File: config.mk
export PLATFORM = sky130hd
export DESIGN_NAME = scaled_font_text_renderer_unit
export DESIGN_NICKNAME = d
export VERILOG_FILES = /design/src/design/sftr_pkg.sv /design/src/design/sftr_csr.sv /design/src/design/sftr_ctrl.sv /design/src/design/sftr_dp.sv /design/src/design/scaled_font_text_renderer_unit.sv
export SDC_FILE = /design/constraint.sdc
export NUM_CORES = 1
export LEC_CHECK = 0
export BUFFER_PORTS_ARGS = -buffer_cell sky130_fd_sc_hd__buf_2
export CAP_MARGIN = 30
export CORE_UTILIZATION = 55
export DETAILED_ROUTE_END_ITERATION = 8
export PLACE_DENSITY = 0.75
export SLEW_MARGIN = 15
export SYNTH_ARGS = -nofsm -noshare
export SYNTH_HDL_FRONTEND = slang
export SYNTH_MEMORY_MAX_BITS = 65536
export SYNTH_SLANG_ARGS = --single-unit
File: constraint.sdc
create_clock -name clock -period 6.7 [get_ports clock]
set_input_delay 0 -clock clock [delete_from_list [all_inputs] [get_ports clock]]
set_output_delay 0 -clock clock [all_outputs]
set_load 0.03 [all_outputs]
File: src/design/sftr_pkg.sv
`default_nettype none
package sftr_pkg;

   // Configuration port geometry.
   localparam int ADDR_W = 5;
   localparam int DATA_W = 32;

   // Register field widths.
   localparam int COORD_W = 11;
   localparam int SCALE_W = 4;
   localparam int COLOR_W = 16;

   // Result field widths.
   localparam int ROW_Y_W  = 12;
   localparam int CURSOR_W = 16;
   localparam int MASK_W   = 48;

   // Font storage: seven rows of five bits per glyph.
   localparam int ROM_ROWS   = 7;
   localparam int GLYPH_BITS = 5;

   // Character codes used for case folding.
   localparam logic [7:0] CHAR_LOWER_A = 8'h61;
   localparam logic [7:0] CHAR_LOWER_Z = 8'h7A;
   localparam logic [7:0] CASE_OFFSET  = 8'h20;

   // Register reset values.
   localparam logic [COORD_W-1:0] ORIGIN_X_RESET  = 11'd0;
   localparam logic [COORD_W-1:0] ORIGIN_Y_RESET  = 11'd0;
   localparam logic [SCALE_W-1:0] SCALE_RESET     = 4'd1;
   localparam logic [COORD_W-1:0] FB_WIDTH_RESET  = 11'd320;
   localparam logic [COORD_W-1:0] FB_HEIGHT_RESET = 11'd240;
   localparam logic [COLOR_W-1:0] FG_COLOR_RESET  = 16'hFFFF;
   localparam logic [COLOR_W-1:0] BG_COLOR_RESET  = 16'h0000;

   typedef enum logic [2:0] {
      REG_ORIGIN_X  = 3'd0,
      REG_ORIGIN_Y  = 3'd1,
      REG_SCALE     = 3'd2,
      REG_FB_WIDTH  = 3'd3,
      REG_FB_HEIGHT = 3'd4,
      REG_FG_COLOR  = 3'd5,
      REG_BG_COLOR  = 3'd6
   } reg_index_type;

   typedef struct packed {
      logic [COORD_W-1:0] origin_x;
      logic [COORD_W-1:0] origin_y;
      logic [SCALE_W-1:0] scale;
      logic [COORD_W-1:0] fb_width;
      logic [COORD_W-1:0] fb_height;
   } cfg_type;

   typedef struct packed {
      logic accept;
      logic setup;
      logic build_mask;
      logic emit;
   } ctrl_cmd_type;

   typedef struct packed {
      logic out_free;
      logic last_row;
   } dp_status_type;

   typedef logic [0:ROM_ROWS-1][GLYPH_BITS-1:0] glyph_type;

   // Folds lower case to upper case and returns the glyph bitmap, top row first.
   // The leftmost column is the most significant bit. Unknown codes are blank.
   function automatic glyph_type char_glyph(input logic [7:0] code);
      logic [7:0] c;
      glyph_type  g;
      c = code;
      if (code >= CHAR_LOWER_A && code <= CHAR_LOWER_Z) begin
         c = code - CASE_OFFSET;
      end
      case (c)
         8'h2D: g = '{5'h00, 5'h00, 5'h00, 5'h1F, 5'h00, 5'h00, 5'h00}; // '-'
         8'h3A: g = '{5'h00, 5'h04, 5'h04, 5'h00, 5'h04, 5'h04, 5'h00}; // ':'
         8'h30: g = '{5'h0E, 5'h11, 5'h13, 5'h15, 5'h19, 5'h11, 5'h0E}; // '0'
         8'h31: g = '{5'h04, 5'h0C, 5'h04, 5'h04, 5'h04, 5'h04, 5'h0E}; // '1'
         8'h32: g = '{5'h0E, 5'h11, 5'h01, 5'h02, 5'h04, 5'h08, 5'h1F}; // '2'
         8'h33: g = '{5'h1F, 5'h02, 5'h04, 5'h02, 5'h01, 5'h11, 5'h0E}; // '3'
         8'h34: g = '{5'h02, 5'h06, 5'h0A, 5'h12, 5'h1F, 5'h02, 5'h02}; // '4'
         8'h35: g = '{5'h1F, 5'h10, 5'h1E, 5'h01, 5'h01, 5'h11, 5'h0E}; // '5'
         8'h36: g = '{5'h06, 5'h08, 5'h10, 5'h1E, 5'h11, 5'h11, 5'h0E}; // '6'
         8'h37: g = '{5'h1F, 5'h01, 5'h02, 5'h04, 5'h08, 5'h08, 5'h08}; // '7'
         8'h38: g = '{5'h0E, 5'h11, 5'h11, 5'h0E, 5'h11, 5'h11, 5'h0E}; // '8'
         8'h39: g = '{5'h0E, 5'h11, 5'h11, 5'h0F, 5'h01, 5'h02, 5'h0C}; // '9'
         8'h41: g = '{5'h0E, 5'h11, 5'h11, 5'h1F, 5'h11, 5'h11, 5'h11}; // 'A'
         8'h43: g = '{5'h0E, 5'h11, 5'h10, 5'h10, 5'h10, 5'h11, 5'h0E}; // 'C'
         8'h44: g = '{5'h1C, 5'h12, 5'h11, 5'h11, 5'h11, 5'h12, 5'h1C}; // 'D'
         8'h45: g = '{5'h1F, 5'h10, 5'h10, 5'h1E, 5'h10, 5'h10, 5'h1F}; // 'E'
         8'h46: g = '{5'h1F, 5'h10, 5'h10, 5'h1E, 5'h10, 5'h10, 5'h10}; // 'F'
         8'h47: g = '{5'h0E, 5'h11, 5'h10, 5'h17, 5'h11, 5'h11, 5'h0F}; // 'G'
         8'h49: g = '{5'h0E, 5'h04, 5'h04, 5'h04, 5'h04, 5'h04, 5'h0E}; // 'I'
         8'h4C: g = '{5'h10, 5'h10, 5'h10, 5'h10, 5'h10, 5'h10, 5'h1F}; // 'L'
         8'h50: g = '{5'h1E, 5'h11, 5'h11, 5'h1E, 5'h10, 5'h10, 5'h10}; // 'P'
         8'h52: g = '{5'h1E, 5'h11, 5'h11, 5'h1E, 5'h14, 5'h12, 5'h11}; // 'R'
         8'h53: g = '{5'h0F, 5'h10, 5'h10, 5'h0E, 5'h01, 5'h01, 5'h1E}; // 'S'
         8'h54: g = '{5'h1F, 5'h04, 5'h04, 5'h04, 5'h04, 5'h04, 5'h04}; // 'T'
         8'h56: g = '{5'h11, 5'h11, 5'h11, 5'h11, 5'h11, 5'h0A, 5'h04}; // 'V'
         8'h57: g = '{5'h11, 5'h11, 5'h11, 5'h15, 5'h15, 5'h1B, 5'h11}; // 'W'
         default: g = '0; // Space and every code without a glyph.
      endcase
      return g;
   endfunction

endpackage
`default_nettype wire

File: src/design/sftr_csr.sv
`default_nettype none
module sftr_csr (
   input  logic                        clock,
   input  logic                        reset,
   input  logic                        csr_psel,
   input  logic                        csr_penable,
   input  logic                        csr_pwrite,
   input  logic [sftr_pkg::ADDR_W-1:0] csr_paddr,
   input  logic [sftr_pkg::DATA_W-1:0] csr_pwdata,
   output logic [sftr_pkg::DATA_W-1:0] csr_prdata,
   output logic                        csr_pready,
   output sftr_pkg::cfg_type           cfg
);
   import sftr_pkg::*;

   logic [COORD_W-1:0] origin_x_ff;
   logic [COORD_W-1:0] origin_y_ff;
   logic [SCALE_W-1:0] scale_ff;
   logic [COORD_W-1:0] fb_width_ff;
   logic [COORD_W-1:0] fb_height_ff;
   logic [COLOR_W-1:0] fg_color_ff;
   logic [COLOR_W-1:0] bg_color_ff;

   reg_index_type reg_index;
   logic          wr_en;

   assign reg_index  = reg_index_type'(csr_paddr[ADDR_W-1:2]);
   assign wr_en      = csr_psel && csr_penable && csr_pwrite && csr_pready;
   assign csr_pready = 1'b1;

   always_ff @(posedge clock) begin
      if (reset) begin
         origin_x_ff  <= ORIGIN_X_RESET;
         origin_y_ff  <= ORIGIN_Y_RESET;
         scale_ff     <= SCALE_RESET;
         fb_width_ff  <= FB_WIDTH_RESET;
         fb_height_ff <= FB_HEIGHT_RESET;
         fg_color_ff  <= FG_COLOR_RESET;
         bg_color_ff  <= BG_COLOR_RESET;
      end else if (wr_en) begin
         unique case (reg_index)
            REG_ORIGIN_X:  origin_x_ff  <= csr_pwdata[COORD_W-1:0];
            REG_ORIGIN_Y:  origin_y_ff  <= csr_pwdata[COORD_W-1:0];
            REG_SCALE:     scale_ff     <= csr_pwdata[SCALE_W-1:0];
            REG_FB_WIDTH:  fb_width_ff  <= csr_pwdata[COORD_W-1:0];
            REG_FB_HEIGHT: fb_height_ff <= csr_pwdata[COORD_W-1:0];
            REG_FG_COLOR:  fg_color_ff  <= csr_pwdata[COLOR_W-1:0];
            REG_BG_COLOR:  bg_color_ff  <= csr_pwdata[COLOR_W-1:0];
            default: ;
         endcase
      end
   end

   always_comb begin
      unique case (reg_index)
         REG_ORIGIN_X:  csr_prdata = DATA_W'(origin_x_ff);
         REG_ORIGIN_Y:  csr_prdata = DATA_W'(origin_y_ff);
         REG_SCALE:     csr_prdata = DATA_W'(scale_ff);
         REG_FB_WIDTH:  csr_prdata = DATA_W'(fb_width_ff);
         REG_FB_HEIGHT: csr_prdata = DATA_W'(fb_height_ff);
         REG_FG_COLOR:  csr_prdata = DATA_W'(fg_color_ff);
         REG_BG_COLOR:  csr_prdata = DATA_W'(bg_color_ff);
         default:       csr_prdata = '0;
      endcase
   end

   assign cfg.origin_x  = origin_x_ff;
   assign cfg.origin_y  = origin_y_ff;
   assign cfg.scale     = scale_ff;
   assign cfg.fb_width  = fb_width_ff;
   assign cfg.fb_height = fb_height_ff;

endmodule
`default_nettype wire

File: src/design/sftr_ctrl.sv
`default_nettype none
module sftr_ctrl (
   input  logic                    clock,
   input  logic                    reset,
   input  logic                    req_valid,
   output logic                    req_stall,
   input  sftr_pkg::dp_status_type status,
   output sftr_pkg::ctrl_cmd_type  cmd
);
   import sftr_pkg::*;

   typedef enum logic [3:0] {
      ST_IDLE  = 4'b0001,
      ST_SETUP = 4'b0010,
      ST_MASK  = 4'b0100,
      ST_EMIT  = 4'b1000
   } state_type;

   state_type state_ff;
   state_type state_in;

   always_comb begin
      state_in       = state_ff;
      cmd            = '0;
      req_stall      = 1'b1;
      unique case (state_ff)
         ST_IDLE: begin
            req_stall  = 1'b0;
            cmd.accept = req_valid;
            if (req_valid) begin
               state_in = ST_SETUP;
            end
         end
         ST_SETUP: begin
            cmd.setup = 1'b1;
            state_in  = ST_MASK;
         end
         ST_MASK: begin
            cmd.build_mask = 1'b1;
            state_in       = ST_EMIT;
         end
         ST_EMIT: begin
            // A row moves into the output register whenever it is empty or being taken.
            cmd.emit = status.out_free;
            if (status.out_free && status.last_row) begin
               state_in = ST_IDLE;
            end
         end
         default: state_in = ST_IDLE;
      endcase
   end

   always_ff @(posedge clock) begin
      if (reset) begin
         state_ff <= ST_IDLE;
      end else begin
         state_ff <= state_in;
      end
   end

endmodule
`default_nettype wire

File: src/design/sftr_dp.sv
`default_nettype none
module sftr_dp #(
   parameter int GLYPH_WIDTH  = 5,
   parameter int GLYPH_HEIGHT = 7,
   parameter int MAX_SCALE    = 8
) (
   input  logic                                 clock,
   input  logic                                 reset,
   input  sftr_pkg::cfg_type                    cfg,
   input  sftr_pkg::ctrl_cmd_type               cmd,
   output sftr_pkg::dp_status_type              status,
   input  logic [7:0]                           req_char_code,
   input  logic                                 req_restart,
   output logic                                 rsp_valid,
   input  logic                                 rsp_stall,
   output logic signed [sftr_pkg::ROW_Y_W-1:0]  rsp_row_y,
   output logic signed [sftr_pkg::CURSOR_W-1:0] rsp_x_start,
   output logic [sftr_pkg::MASK_W-1:0]          rsp_pixel_mask,
   output logic [sftr_pkg::MASK_W-1:0]          rsp_write_mask,
   output logic signed [sftr_pkg::CURSOR_W-1:0] rsp_next_cursor,
   output logic                                 rsp_last_row
);
   import sftr_pkg::*;

   localparam int S_W    = $clog2(MAX_SCALE + 1);
   localparam int CW_W   = $clog2((GLYPH_WIDTH + 1) * MAX_SCALE + 1);
   localparam int GR_W   = $clog2(GLYPH_HEIGHT);
   localparam int EDGE_W = CURSOR_W + 2;
   localparam logic [SCALE_W-1:0] MAX_S = SCALE_W'(MAX_SCALE);

   // Character state.
   logic [CURSOR_W-1:0]      cursor_ff;
   logic [CURSOR_W-1:0]      x0_ff;
   glyph_type                glyph_ff;
   logic [S_W-1:0]           s_ff;
   logic [CW_W-1:0]          cell_w_ff;
   logic [CURSOR_W-1:0]      next_ff;
   logic signed [EDGE_W-1:0] lo_ff;
   logic signed [EDGE_W-1:0] hi_ff;
   logic [MASK_W-1:0]        colmask_ff;

   // Row walk.
   logic [ROW_Y_W-1:0] y_ff;
   logic [S_W-1:0]     sub_ff;
   logic [GR_W-1:0]    gr_ff;

   // Output register.
   logic                rsp_valid_ff;
   logic [ROW_Y_W-1:0]  row_y_ff;
   logic [CURSOR_W-1:0] x_start_ff;
   logic [MASK_W-1:0]   pixel_mask_ff;
   logic [MASK_W-1:0]   write_mask_ff;
   logic [CURSOR_W-1:0] next_cursor_ff;
   logic                last_row_ff;

   logic [SCALE_W-1:0]       s_eff;
   logic [CW_W-1:0]          cell_w;
   logic [CURSOR_W:0]        next_sum;
   logic [CURSOR_W-1:0]      next_sat;
   logic signed [EDGE_W-1:0] x0_ext;
   logic [GLYPH_BITS-1:0]    row_bits;
   logic [MASK_W-1:0]        scaled_row [1:MAX_SCALE];
   logic                     sub_last;
   logic                     row_last;
   logic                     row_in;
   logic [MASK_W-1:0]        colmask_in;

   // Scale 0 acts as 1, anything above the maximum acts as the maximum.
   always_comb begin
      if (cfg.scale == '0) begin
         s_eff = SCALE_W'(1);
      end else if (cfg.scale > MAX_S) begin
         s_eff = MAX_S;
      end else begin
         s_eff = cfg.scale;
      end
   end

   assign cell_w   = CW_W'(s_ff) * CW_W'(GLYPH_WIDTH + 1);
   assign next_sum = {x0_ff[CURSOR_W-1], x0_ff} + (CURSOR_W + 1)'(cell_w);
   // The cell width is positive, so only the upper limit can be crossed.
   assign next_sat = (!next_sum[CURSOR_W] && next_sum[CURSOR_W-1]) ?
                     {1'b0, {(CURSOR_W - 1){1'b1}}} : next_sum[CURSOR_W-1:0];
   assign x0_ext   = $signed({{2{x0_ff[CURSOR_W-1]}}, x0_ff});

   // Cell columns i with 0 <= x0 + i < fb_width and i inside the cell.
   always_comb begin
      for (int i = 0; i < MASK_W; i++) begin
         colmask_in[i] = ($signed(EDGE_W'(i)) >= lo_ff) && ($signed(EDGE_W'(i)) < hi_ff) &&
                         (i < int'(cell_w_ff));
      end
   end

   always_comb begin
      row_bits = '0;
      if (int'(gr_ff) < ROM_ROWS) begin
         row_bits = glyph_ff[3'(gr_ff)];
      end
   end

   // One expanded row per scale; each mask bit picks its glyph column.
   for (genvar k = 1; k <= MAX_SCALE; k++) begin : g_scale
      for (genvar i = 0; i < MASK_W; i++) begin : g_bit
         localparam int COL = i / k;
         localparam int BIT = GLYPH_WIDTH - 1 - COL;
         if (COL < GLYPH_WIDTH && BIT < GLYPH_BITS) begin : g_on
            assign scaled_row[k][i] = row_bits[BIT];
         end else begin : g_off
            assign scaled_row[k][i] = 1'b0;
         end
      end
   end

   assign sub_last = (sub_ff == S_W'(s_ff - 1'b1));
   assign row_last = sub_last && (gr_ff == GR_W'(GLYPH_HEIGHT - 1));
   assign row_in   = !y_ff[ROW_Y_W-1] && (y_ff[COORD_W-1:0] < cfg.fb_height);

   assign status.out_free = !rsp_valid_ff || !rsp_stall;
   assign status.last_row = row_last;

   always_ff @(posedge clock) begin
      if (reset) begin
         cursor_ff <= '0;
      end else if (cmd.setup) begin
         cursor_ff <= next_sat;
      end
   end

   always_ff @(posedge clock) begin
      if (cmd.accept) begin
         x0_ff    <= req_restart ? {{(CURSOR_W - COORD_W){cfg.origin_x[COORD_W-1]}}, cfg.origin_x}
                                 : cursor_ff;
         glyph_ff <= char_glyph(req_char_code);
         s_ff     <= S_W'(s_eff);
         y_ff     <= {cfg.origin_y[COORD_W-1], cfg.origin_y};
      end
      if (cmd.setup) begin
         cell_w_ff <= cell_w;
         next_ff   <= next_sat;
         lo_ff     <= -x0_ext;
         hi_ff     <= $signed({{(EDGE_W - COORD_W){1'b0}}, cfg.fb_width}) - x0_ext;
         sub_ff    <= '0;
         gr_ff     <= '0;
      end
      if (cmd.build_mask) begin
         colmask_ff <= colmask_in;
      end
      if (cmd.emit) begin
         y_ff <= y_ff + 1'b1;
         if (sub_last) begin
            sub_ff <= '0;
            gr_ff  <= gr_ff + 1'b1;
         end else begin
            sub_ff <= sub_ff + 1'b1;
         end
      end
   end

   always_ff @(posedge clock) begin
      if (reset) begin
         rsp_valid_ff <= 1'b0;
      end else if (cmd.emit) begin
         rsp_valid_ff <= 1'b1;
      end else if (!rsp_stall) begin
         rsp_valid_ff <= 1'b0;
      end
   end

   always_ff @(posedge clock) begin
      if (cmd.emit) begin
         row_y_ff       <= y_ff;
         x_start_ff     <= x0_ff;
         pixel_mask_ff  <= scaled_row[s_ff];
         write_mask_ff  <= colmask_ff & {MASK_W{row_in}};
         next_cursor_ff <= next_ff;
         last_row_ff    <= row_last;
      end
   end

   assign rsp_valid       = rsp_valid_ff;
   assign rsp_row_y       = $signed(row_y_ff);
   assign rsp_x_start     = $signed(x_start_ff);
   assign rsp_pixel_mask  = pixel_mask_ff;
   assign rsp_write_mask  = write_mask_ff;
   assign rsp_next_cursor = $signed(next_cursor_ff);
   assign rsp_last_row    = last_row_ff;

endmodule
`default_nettype wire

File: src/design/scaled_font_text_renderer_unit.sv
`default_nettype none
// Text renderer for a 5x7 bitmap font. Each item is one character byte (lower case
// is drawn as upper case, codes without a glyph draw blank) plus a restart flag that
// moves the cursor back to origin_x first. For every scaled row of the character cell,
// top to bottom, one item leaves with the row's y, the cell's left x, a foreground mask
// and a write mask clipped to the framebuffer; the pixel writes themselves belong to a
// downstream writer. A character is taken in the idle state, its cell geometry and
// clipping window are set up in the setup and mask states, then the row generator
// gives one row per cycle while the result side does not stall. One character is in
// work at a time; the next is taken as soon as its last row sits in the output
// register. The cursor advances by (GLYPH_WIDTH+1)*scale per character and
// saturates at 32767. Registers are at byte addresses 0 to 24 in steps
// of 4: origin_x, origin_y, scale, fb_width, fb_height, fg_color, bg_color; write them
// only while no character is in work.
module scaled_font_text_renderer_unit #(
   parameter int GLYPH_WIDTH  = 5,
   parameter int GLYPH_HEIGHT = 7,
   parameter int MAX_SCALE    = 8
) (
   input  logic                                 clock,
   input  logic                                 reset,
   input  logic                                 csr_psel,
   input  logic                                 csr_penable,
   input  logic                                 csr_pwrite,
   input  logic [sftr_pkg::ADDR_W-1:0]          csr_paddr,
   input  logic [sftr_pkg::DATA_W-1:0]          csr_pwdata,
   output logic [sftr_pkg::DATA_W-1:0]          csr_prdata,
   output logic                                 csr_pready,
   input  logic                                 req_valid,
   output logic                                 req_stall,
   input  logic [7:0]                           req_char_code,
   input  logic                                 req_restart,
   output logic                                 rsp_valid,
   input  logic                                 rsp_stall,
   output logic signed [sftr_pkg::ROW_Y_W-1:0]  rsp_row_y,
   output logic signed [sftr_pkg::CURSOR_W-1:0] rsp_x_start,
   output logic [sftr_pkg::MASK_W-1:0]          rsp_pixel_mask,
   output logic [sftr_pkg::MASK_W-1:0]          rsp_write_mask,
   output logic signed [sftr_pkg::CURSOR_W-1:0] rsp_next_cursor,
   output logic                                 rsp_last_row
);
   import sftr_pkg::*;

   cfg_type       cfg;
   ctrl_cmd_type  cmd;
   dp_status_type status;

   sftr_csr u_csr (
      .clock       (clock),
      .reset       (reset),
      .csr_psel    (csr_psel),
      .csr_penable (csr_penable),
      .csr_pwrite  (csr_pwrite),
      .csr_paddr   (csr_paddr),
      .csr_pwdata  (csr_pwdata),
      .csr_prdata  (csr_prdata),
      .csr_pready  (csr_pready),
      .cfg         (cfg)
   );

   sftr_ctrl u_ctrl (
      .clock     (clock),
      .reset     (reset),
      .req_valid (req_valid),
      .req_stall (req_stall),
      .status    (status),
      .cmd       (cmd)
   );

   sftr_dp #(
      .GLYPH_WIDTH  (GLYPH_WIDTH),
      .GLYPH_HEIGHT (GLYPH_HEIGHT),
      .MAX_SCALE    (MAX_SCALE)
   ) u_dp (
      .clock           (clock),
      .reset           (reset),
      .cfg             (cfg),
      .cmd             (cmd),
      .status          (status),
      .req_char_code   (req_char_code),
      .req_restart     (req_restart),
      .rsp_valid       (rsp_valid),
      .rsp_stall       (rsp_stall),
      .rsp_row_y       (rsp_row_y),
      .rsp_x_start     (rsp_x_start),
      .rsp_pixel_mask  (rsp_pixel_mask),
      .rsp_write_mask  (rsp_write_mask),
      .rsp_next_cursor (rsp_next_cursor),
      .rsp_last_row    (rsp_last_row)
   );

endmodule
`default_nettype wire

======== Word level (Yosys, flattened, before mapping) ========
Memory sizes are Yosys's and may differ from the RTL's. A register that Yosys moved wholly into a read port is not among the register bits.
Cells that the tools add are included.
word-level totals
  word-level logic and storage cells ...... 358
  bits of input ports ..................... 53
  output and inout port bits .............. 176
  bits in registers ....................... 386
  memories ................................ 1
  memory bits (read-only) ................. 4480
memories
  memory            depth  width  read ports  clocked after memory_dff  wr ports  line            source
  (name not given)  128    35     1           1                         0         sftr_pkg.sv:77  case (c)
operators by class
  reduce and logical (&&, ||, !) cells .... 121
  equality and inequality tests ........... 15
  $add $sub $neg .......................... 8
  $lt $le $gt $ge ......................... 151
  multiplexer cells ....................... 31
  $mul .................................... 1
  bitwise operators ....................... 3
operators with widths
  operator             number
  $ge 6x18->1 const A  16
  $ge 7x18->1 const A  16
  $lt 6x18->1 const A  16
  $lt 7x18->1 const A  16
  $bmux 48 s4          1
  $ge 5x18->1 const A  8
  $lt 5x18->1 const A  8
  $pmux 16 s7          1
  $logic_and 1x1->1    103
  $lt 5x6->1 const A   16
  $lt 6x6->1 const A   16
  $mux 48              2
  $ge 4x18->1 const A  4
  $lt 4x18->1 const A  4
  $and 48x48->48       1
  $lt 4x6->1 const A   8
  $ge 3x18->1 const A  2
  $lt 3x18->1 const A  2
  $mux 16              2
  $lt 3x6->1 const A   4
  $mux 12              2
  $mux 4               6
  $ge 1x18->1 const A  1
  $ge 2x18->1 const A  1
  other kinds (45)     74

======== Logic depth before layout (Yosys ltp) ========
  word-level depth ........................ 8
  gate-level depth with buffers ........... 14
  mapped depth without buffers ............ 12

======== Modules after synthesis ========
From an unflattened synthesis, not the netlist that was laid out.
unflattened totals
  cell total of the unflattened synthesis .. 2097
  area, all modules ....................... 21305.4 sq um
by module, submodules not included
  module     cells an instance  times used  area an instance (sq um)  seq. area each (sq um)
  sftr_dp    1661               1           17065.1                   9168.8
  sftr_csr   411                1           4025.1                    1601.5
  sftr_ctrl  25                 1           215.2                     80.1

======== Worst setup path before layout ========
OpenSTA, ideal clock, no wires.
  path type ............................... register to register
  from .................................... reg u_ctrl.state_ff[3]
  to ...................................... reg u_ctrl.state_ff[0]
  cell stages (with the launch flop) ...... 3
  setup time .............................. 0.359 ns
  path buffers ............................ 0
  period minus slack after synthesis ...... 6.099 ns
  required time ........................... 6.341 ns
  arrival ................................. 5.739 ns
  slack ................................... 0.601 ns
  cells stage by stage .................... dfxtp_1 nor4b_1 o41ai_1
on the way
  cells in the longest elaborated chain, start to end .. 3
  elaborated cells between the ends (all ways) .. 8
  classes of those cells .................. 6 x eq/ne; 1 x mux; 1 x reduce/logical
RTL lines
  what                                                line             source
  start: declaration                                  sftr_ctrl.sv:19  state_type state_ff;
  start signal: assignment                            sftr_ctrl.sv:57  state_ff <= state_in;
  $eq 4x4->1 or $eq 4x1->1 (tied branches)            sftr_ctrl.sv:26  unique case (state_ff)
  $ne 2x1->1 (no line) or $ne 2x2->1 (tied branches)  n/a
  $reduce_and 2->1 (no line)                          n/a
Parallel ways exist; a longest one is shown, timed or not.
A chain may end at the register's enable or synchronous reset.

======== Worst setup path in the final report ========
  from .................................... reg u_dp.s_ff[1]
  to ...................................... reg u_dp.cursor_ff[11]
on the way
  cells in the longest elaborated chain, start to end .. 5
RTL lines
  what                      line            source
  start: declaration        sftr_dp.sv:35   logic [S_W-1:0] s_ff;
  start signal: assignment  sftr_dp.sv:134  s_ff <= S_W'(s_eff);
  $mul 4x2->5 *             sftr_dp.sv:79   assign cell_w = CW_W'(s_ff) * CW_W'(GLYPH_WIDTH + 1);
  via u_dp.cell_w[5]        sftr_dp.sv:57   logic [CW_W-1:0] cell_w;
  $add 16x7->17 *           sftr_dp.sv:80   assign next_sum = {x0_ff[CURSOR_W-1], x0_ff} + (CURSOR_W + 1)'(cell_w);
  $logic_not 1->1           sftr_dp.sv:82   assign next_sat = (!next_sum[CURSOR_W] && next_sum[CURSOR_W-1]) ?
  $logic_and 1x1->1         sftr_dp.sv:82
  $mux 16 *                 sftr_dp.sv:82
  via u_dp.next_sat[11]     sftr_dp.sv:59   logic [CURSOR_W-1:0] next_sat;
  end signal: assignment    sftr_dp.sv:125  cursor_ff <= next_sat;
  end: declaration          sftr_dp.sv:32   logic [CURSOR_W-1:0] cursor_ff;
Mark *: on every way through the listed nets, which the timed path passes. The rest lies on a longest branch.

==> flow_summary.ini <==
[clocking]
path_clk_slew_ns = 0.06
cts_max_level = 2
cts_resized = 0
cts_tree = built
cts_root_buf = clkbuf_16
clockBufferDepth = 3
cts_buffers = 41
clock_sinks = 396
clock_latency_ns = 0.59

[timing]
max_slew.worst_pin.slew_ns = 0.927
timing.final.crit_share = 0.560
setup_tns_ns = 0
setup_viol = 0
min_period_ns = 3.75
hold_violations = 0
postLayoutSetupSlackWorst_ns = 2.95
rsz0062_at_grt = no
relSlewSlack = 0.380
fmax_ghz = 0.267
drv_slew = 0
fin_worst_skew_ns = 0.0264

[worst_setup_path]
reg2reg_depth = 12
setup.worst_path.end_class = register
timing.rr.start = u_dp.s_ff[1]
cpLargestDelayFamily = flip-flops
r2r_end = u_dp.cursor_ff[11]
crit_chain = inv_2 -> ha_1 -> a21o_1 -> a21oi_1 -> xnor2_1 -> ha_1 -> o21a_1 -> o31a_1 -> or2_1 -> nand2_1 -> mux2_2 -> a22o_1
critPathKind = register to register
cp-endpoint = u_dp.cursor_ff[11]
critical_path_required_ns = 7.17
crit_start = u_dp.s_ff[1]
crit_cells = 12
slowest_delay_ns = 0.87
cp.arrival_ns = 4.22
critPathBufInv = 1
cp-start-kind = register
crit_path_top_delay_cell = edfxtp_1
cp_max_fo = 23
ff2ff_setup_slack_ns = 2.95
crit_path_frequent_cell = ha_1

[placement]
place_congestion = 0.962
dp.final_hpwl_um = 35400
dpl_worst_slack_ns = 2.99
io_buffers = 185

[global_routing]
grt_max_degree = 96
grt_remaining_overflow = 0
grt_pass1_vias = 14329
track_usage = 0.273
grt_antenna_before_repair = 1
grt_pass1_wl_um = 79100

[floorplan]
floorplan.initialDensity = 0.562
die_area_um2 = 37300
die_h_um = 193
ios = 229
coreArea_um2 = 35700
die_x_um = 193
row_count = 69

[logic_synthesis]
synth.largest_area_cell = edfxtp_1
synthCells = 1954
synth_seq_cells = 396
synth.top_cells.by_count = edfxtp_1 (292), nand2_1 (234), a21oi_1 (180), nor2_1 (170), dfxtp_1 (104)
yosys.cell_count.top_type = edfxtp_1
synth_seq_area_share = 0.540
ys_async_sr_fraction = 0
synthTopCellsByArea = edfxtp_1 (44%), dfxtp_1 (10%), a21oi_1 (4.5%)
synth_enable_flop_cells = 292
synth_area_um2 = 20100
synth.avg_cell_area_um2 = 10.3
yosys_warnings = 0
yosysTopAreaCellShare = 0.437
synth.distinct_cells = 91
synthFlopType = edfxtp_1

[routing]
wl_um = 50900
wire_per_inst_um = 19.8
drt_iter0_markers = 1276
vias = 15422
ant_nets = 0
routed_via_density = 6.00
drc = 16
drt_pass1_iterations = 9

[finish]
multi_input_area_um2 = 8270
drive_gt1_frac = 0.158
area_delta_synth_final_pct = 13.0
fillers = 2890
nets = 2180
regArea_um2 = 10900

[status]
violations = design-rule violations
outcome = finished, violations left

[hold_path]
hold_class = primary input to register

[power_and_ir_drop]
ir_drop_uv = 250
powerDensity_nw_per_um2 = 260
leakagePower_nw = 8.21

[job]
cap_violations = 0
-- layout make-up --
cell class                 count  share of cell area
antenna                        1            0.000110
clock buffer                  48              0.0487
multi-input combinational   1355               0.365
tap                          461              0.0254
sequential                   396               0.478
timing repair buffer         223              0.0586
inverter                      61              0.0102
clock inverter                27              0.0142
-- state kept, by name (all words and copies together), names as in the netlist, 5 cells and up --
register,cells
u_csr.bg_color_ff,16
u_csr.fb_height_ff,11
u_csr.fb_width_ff,11
u_csr.fg_color_ff,16
u_csr.origin_x_ff,11
u_csr.origin_y_ff,11
u_dp.cell_w_ff,5
u_dp.colmask_ff,48
u_dp.cursor_ff,16
u_dp.glyph_ff,35
u_dp.hi_ff,17
u_dp.lo_ff,18
u_dp.next_ff,16
u_dp.rsp_next_cursor,16
u_dp.rsp_pixel_mask,24
u_dp.rsp_row_y,12
u_dp.rsp_write_mask,48
u_dp.rsp_x_start,16
u_dp.x0_ff,16
u_dp.y_ff,12
-- cells in the final DEF, fill, tap and decap left out, types with 43 or more instances in the layout --
master     Yosys  final
clkbuf_16      0     43
o21ai_0       98     98
edfxtp_1     292    292
nand2_1      234    234
nor2_1       170    170
and2_1        55     55
a21oi_1      180    180
dfxtp_1      104    104
ha_1          46     46
buf_2         17    185
inv_1         58     55
-- through the flow --
step / hold slack, ns / power [W] / area [um2] / utilization / cells
after global placement: 0.217 / 0.00353 / 20900 / 0.585 / 2467
after floorplan: 0.118 / 0.00337 / 20200 / - / 1977
final: 0.0571 / 0.00590 / 22700 / 0.635 / 2572
after detailed placement: 0.227 / 0.00355 / 21000 / 0.587 / 2470
after global routing: 0.0330 / 0.00611 / 22700 / 0.635 / 2572
after CTS: 0.0131 / 0.00591 / 22600 / 0.633 / 2567
-- repair_timing --
action,4_1_cts,5_1_grt
setup endpoints to repair,0,0
hold buffers,22,0
hold endpoints to repair,108,0
setup buffers,0,0
-- metal layers --
| layer | GRT usage | vias up | routed length (um) |
|---|---|---|---|
| met5 | 0 | - | 0 |
| met4 | 0.0992 | 0 | 1680 |
| met3 | 0.0471 | 121 | 3730 |
| met2 | 0.446 | 690 | 24700 |
| met1 | 0.366 | 7351 | 20800 |
| li1 | - | 7260 | - |
-- worst min-delay path by stage --
stage / startpoint / endpoint / slack (ns) / depth (start not counted)
after floorplan: csr_pwdata[4] / u_csr.fb_height_ff[4] / 0.12 / 1
after global placement: csr_pwdata[13] / u_csr.fg_color_ff[13] / 0.22 / 2
after detailed placement: csr_pwdata[14] / u_csr.fg_color_ff[14] / 0.23 / 2
after CTS: req_char_code[1] / u_dp.glyph_ff[23] / 0.01 / 2
after global routing: req_char_code[1] / u_dp.glyph_ff[23] / 0.03 / 2
final: req_char_code[1] / u_dp.glyph_ff[23] / 0.06 / 2
-- report_power, final --
group | total [W] | switching [W] | internal (W)
clock network | 0.00236 | 0.000972 | 0.00139
logic | 0.000739 | 0.000477 | 0.000262
registers | 0.00279 | 0.0000804 | 0.00271
-- cell families after synthesis --
| kind of cell | Yosys count | synth area share |
|---|---|---|
| AOI/OAI and AO/OA | 495 | 0.157 |
| muxes | 59 | 0.0335 |
| adders and majority gates | 49 | 0.0317 |
| DFF | 396 | 0.540 |
| buffers and inverters | 226 | 0.0533 |
| xor gates and xnor gates | 53 | 0.0231 |
| and+or+nand+nor | 674 | 0.161 |
| other | 2 | 0.000374 |
-- worst register-to-register path: stages, from the launching register on --
cell	delay [ns]
edfxtp_1	0.87
inv_2	0.26
ha_1	0.35
a21o_1	0.15
a21oi_1	0.19
xnor2_1	0.21
ha_1	0.33
o21a_1	0.12
o31a_1	0.11
or2_1	0.34
nand2_1	0.13
mux2_2	0.36
a22o_1	0.22
No activity file was read; power rests on OpenSTA's default activity.
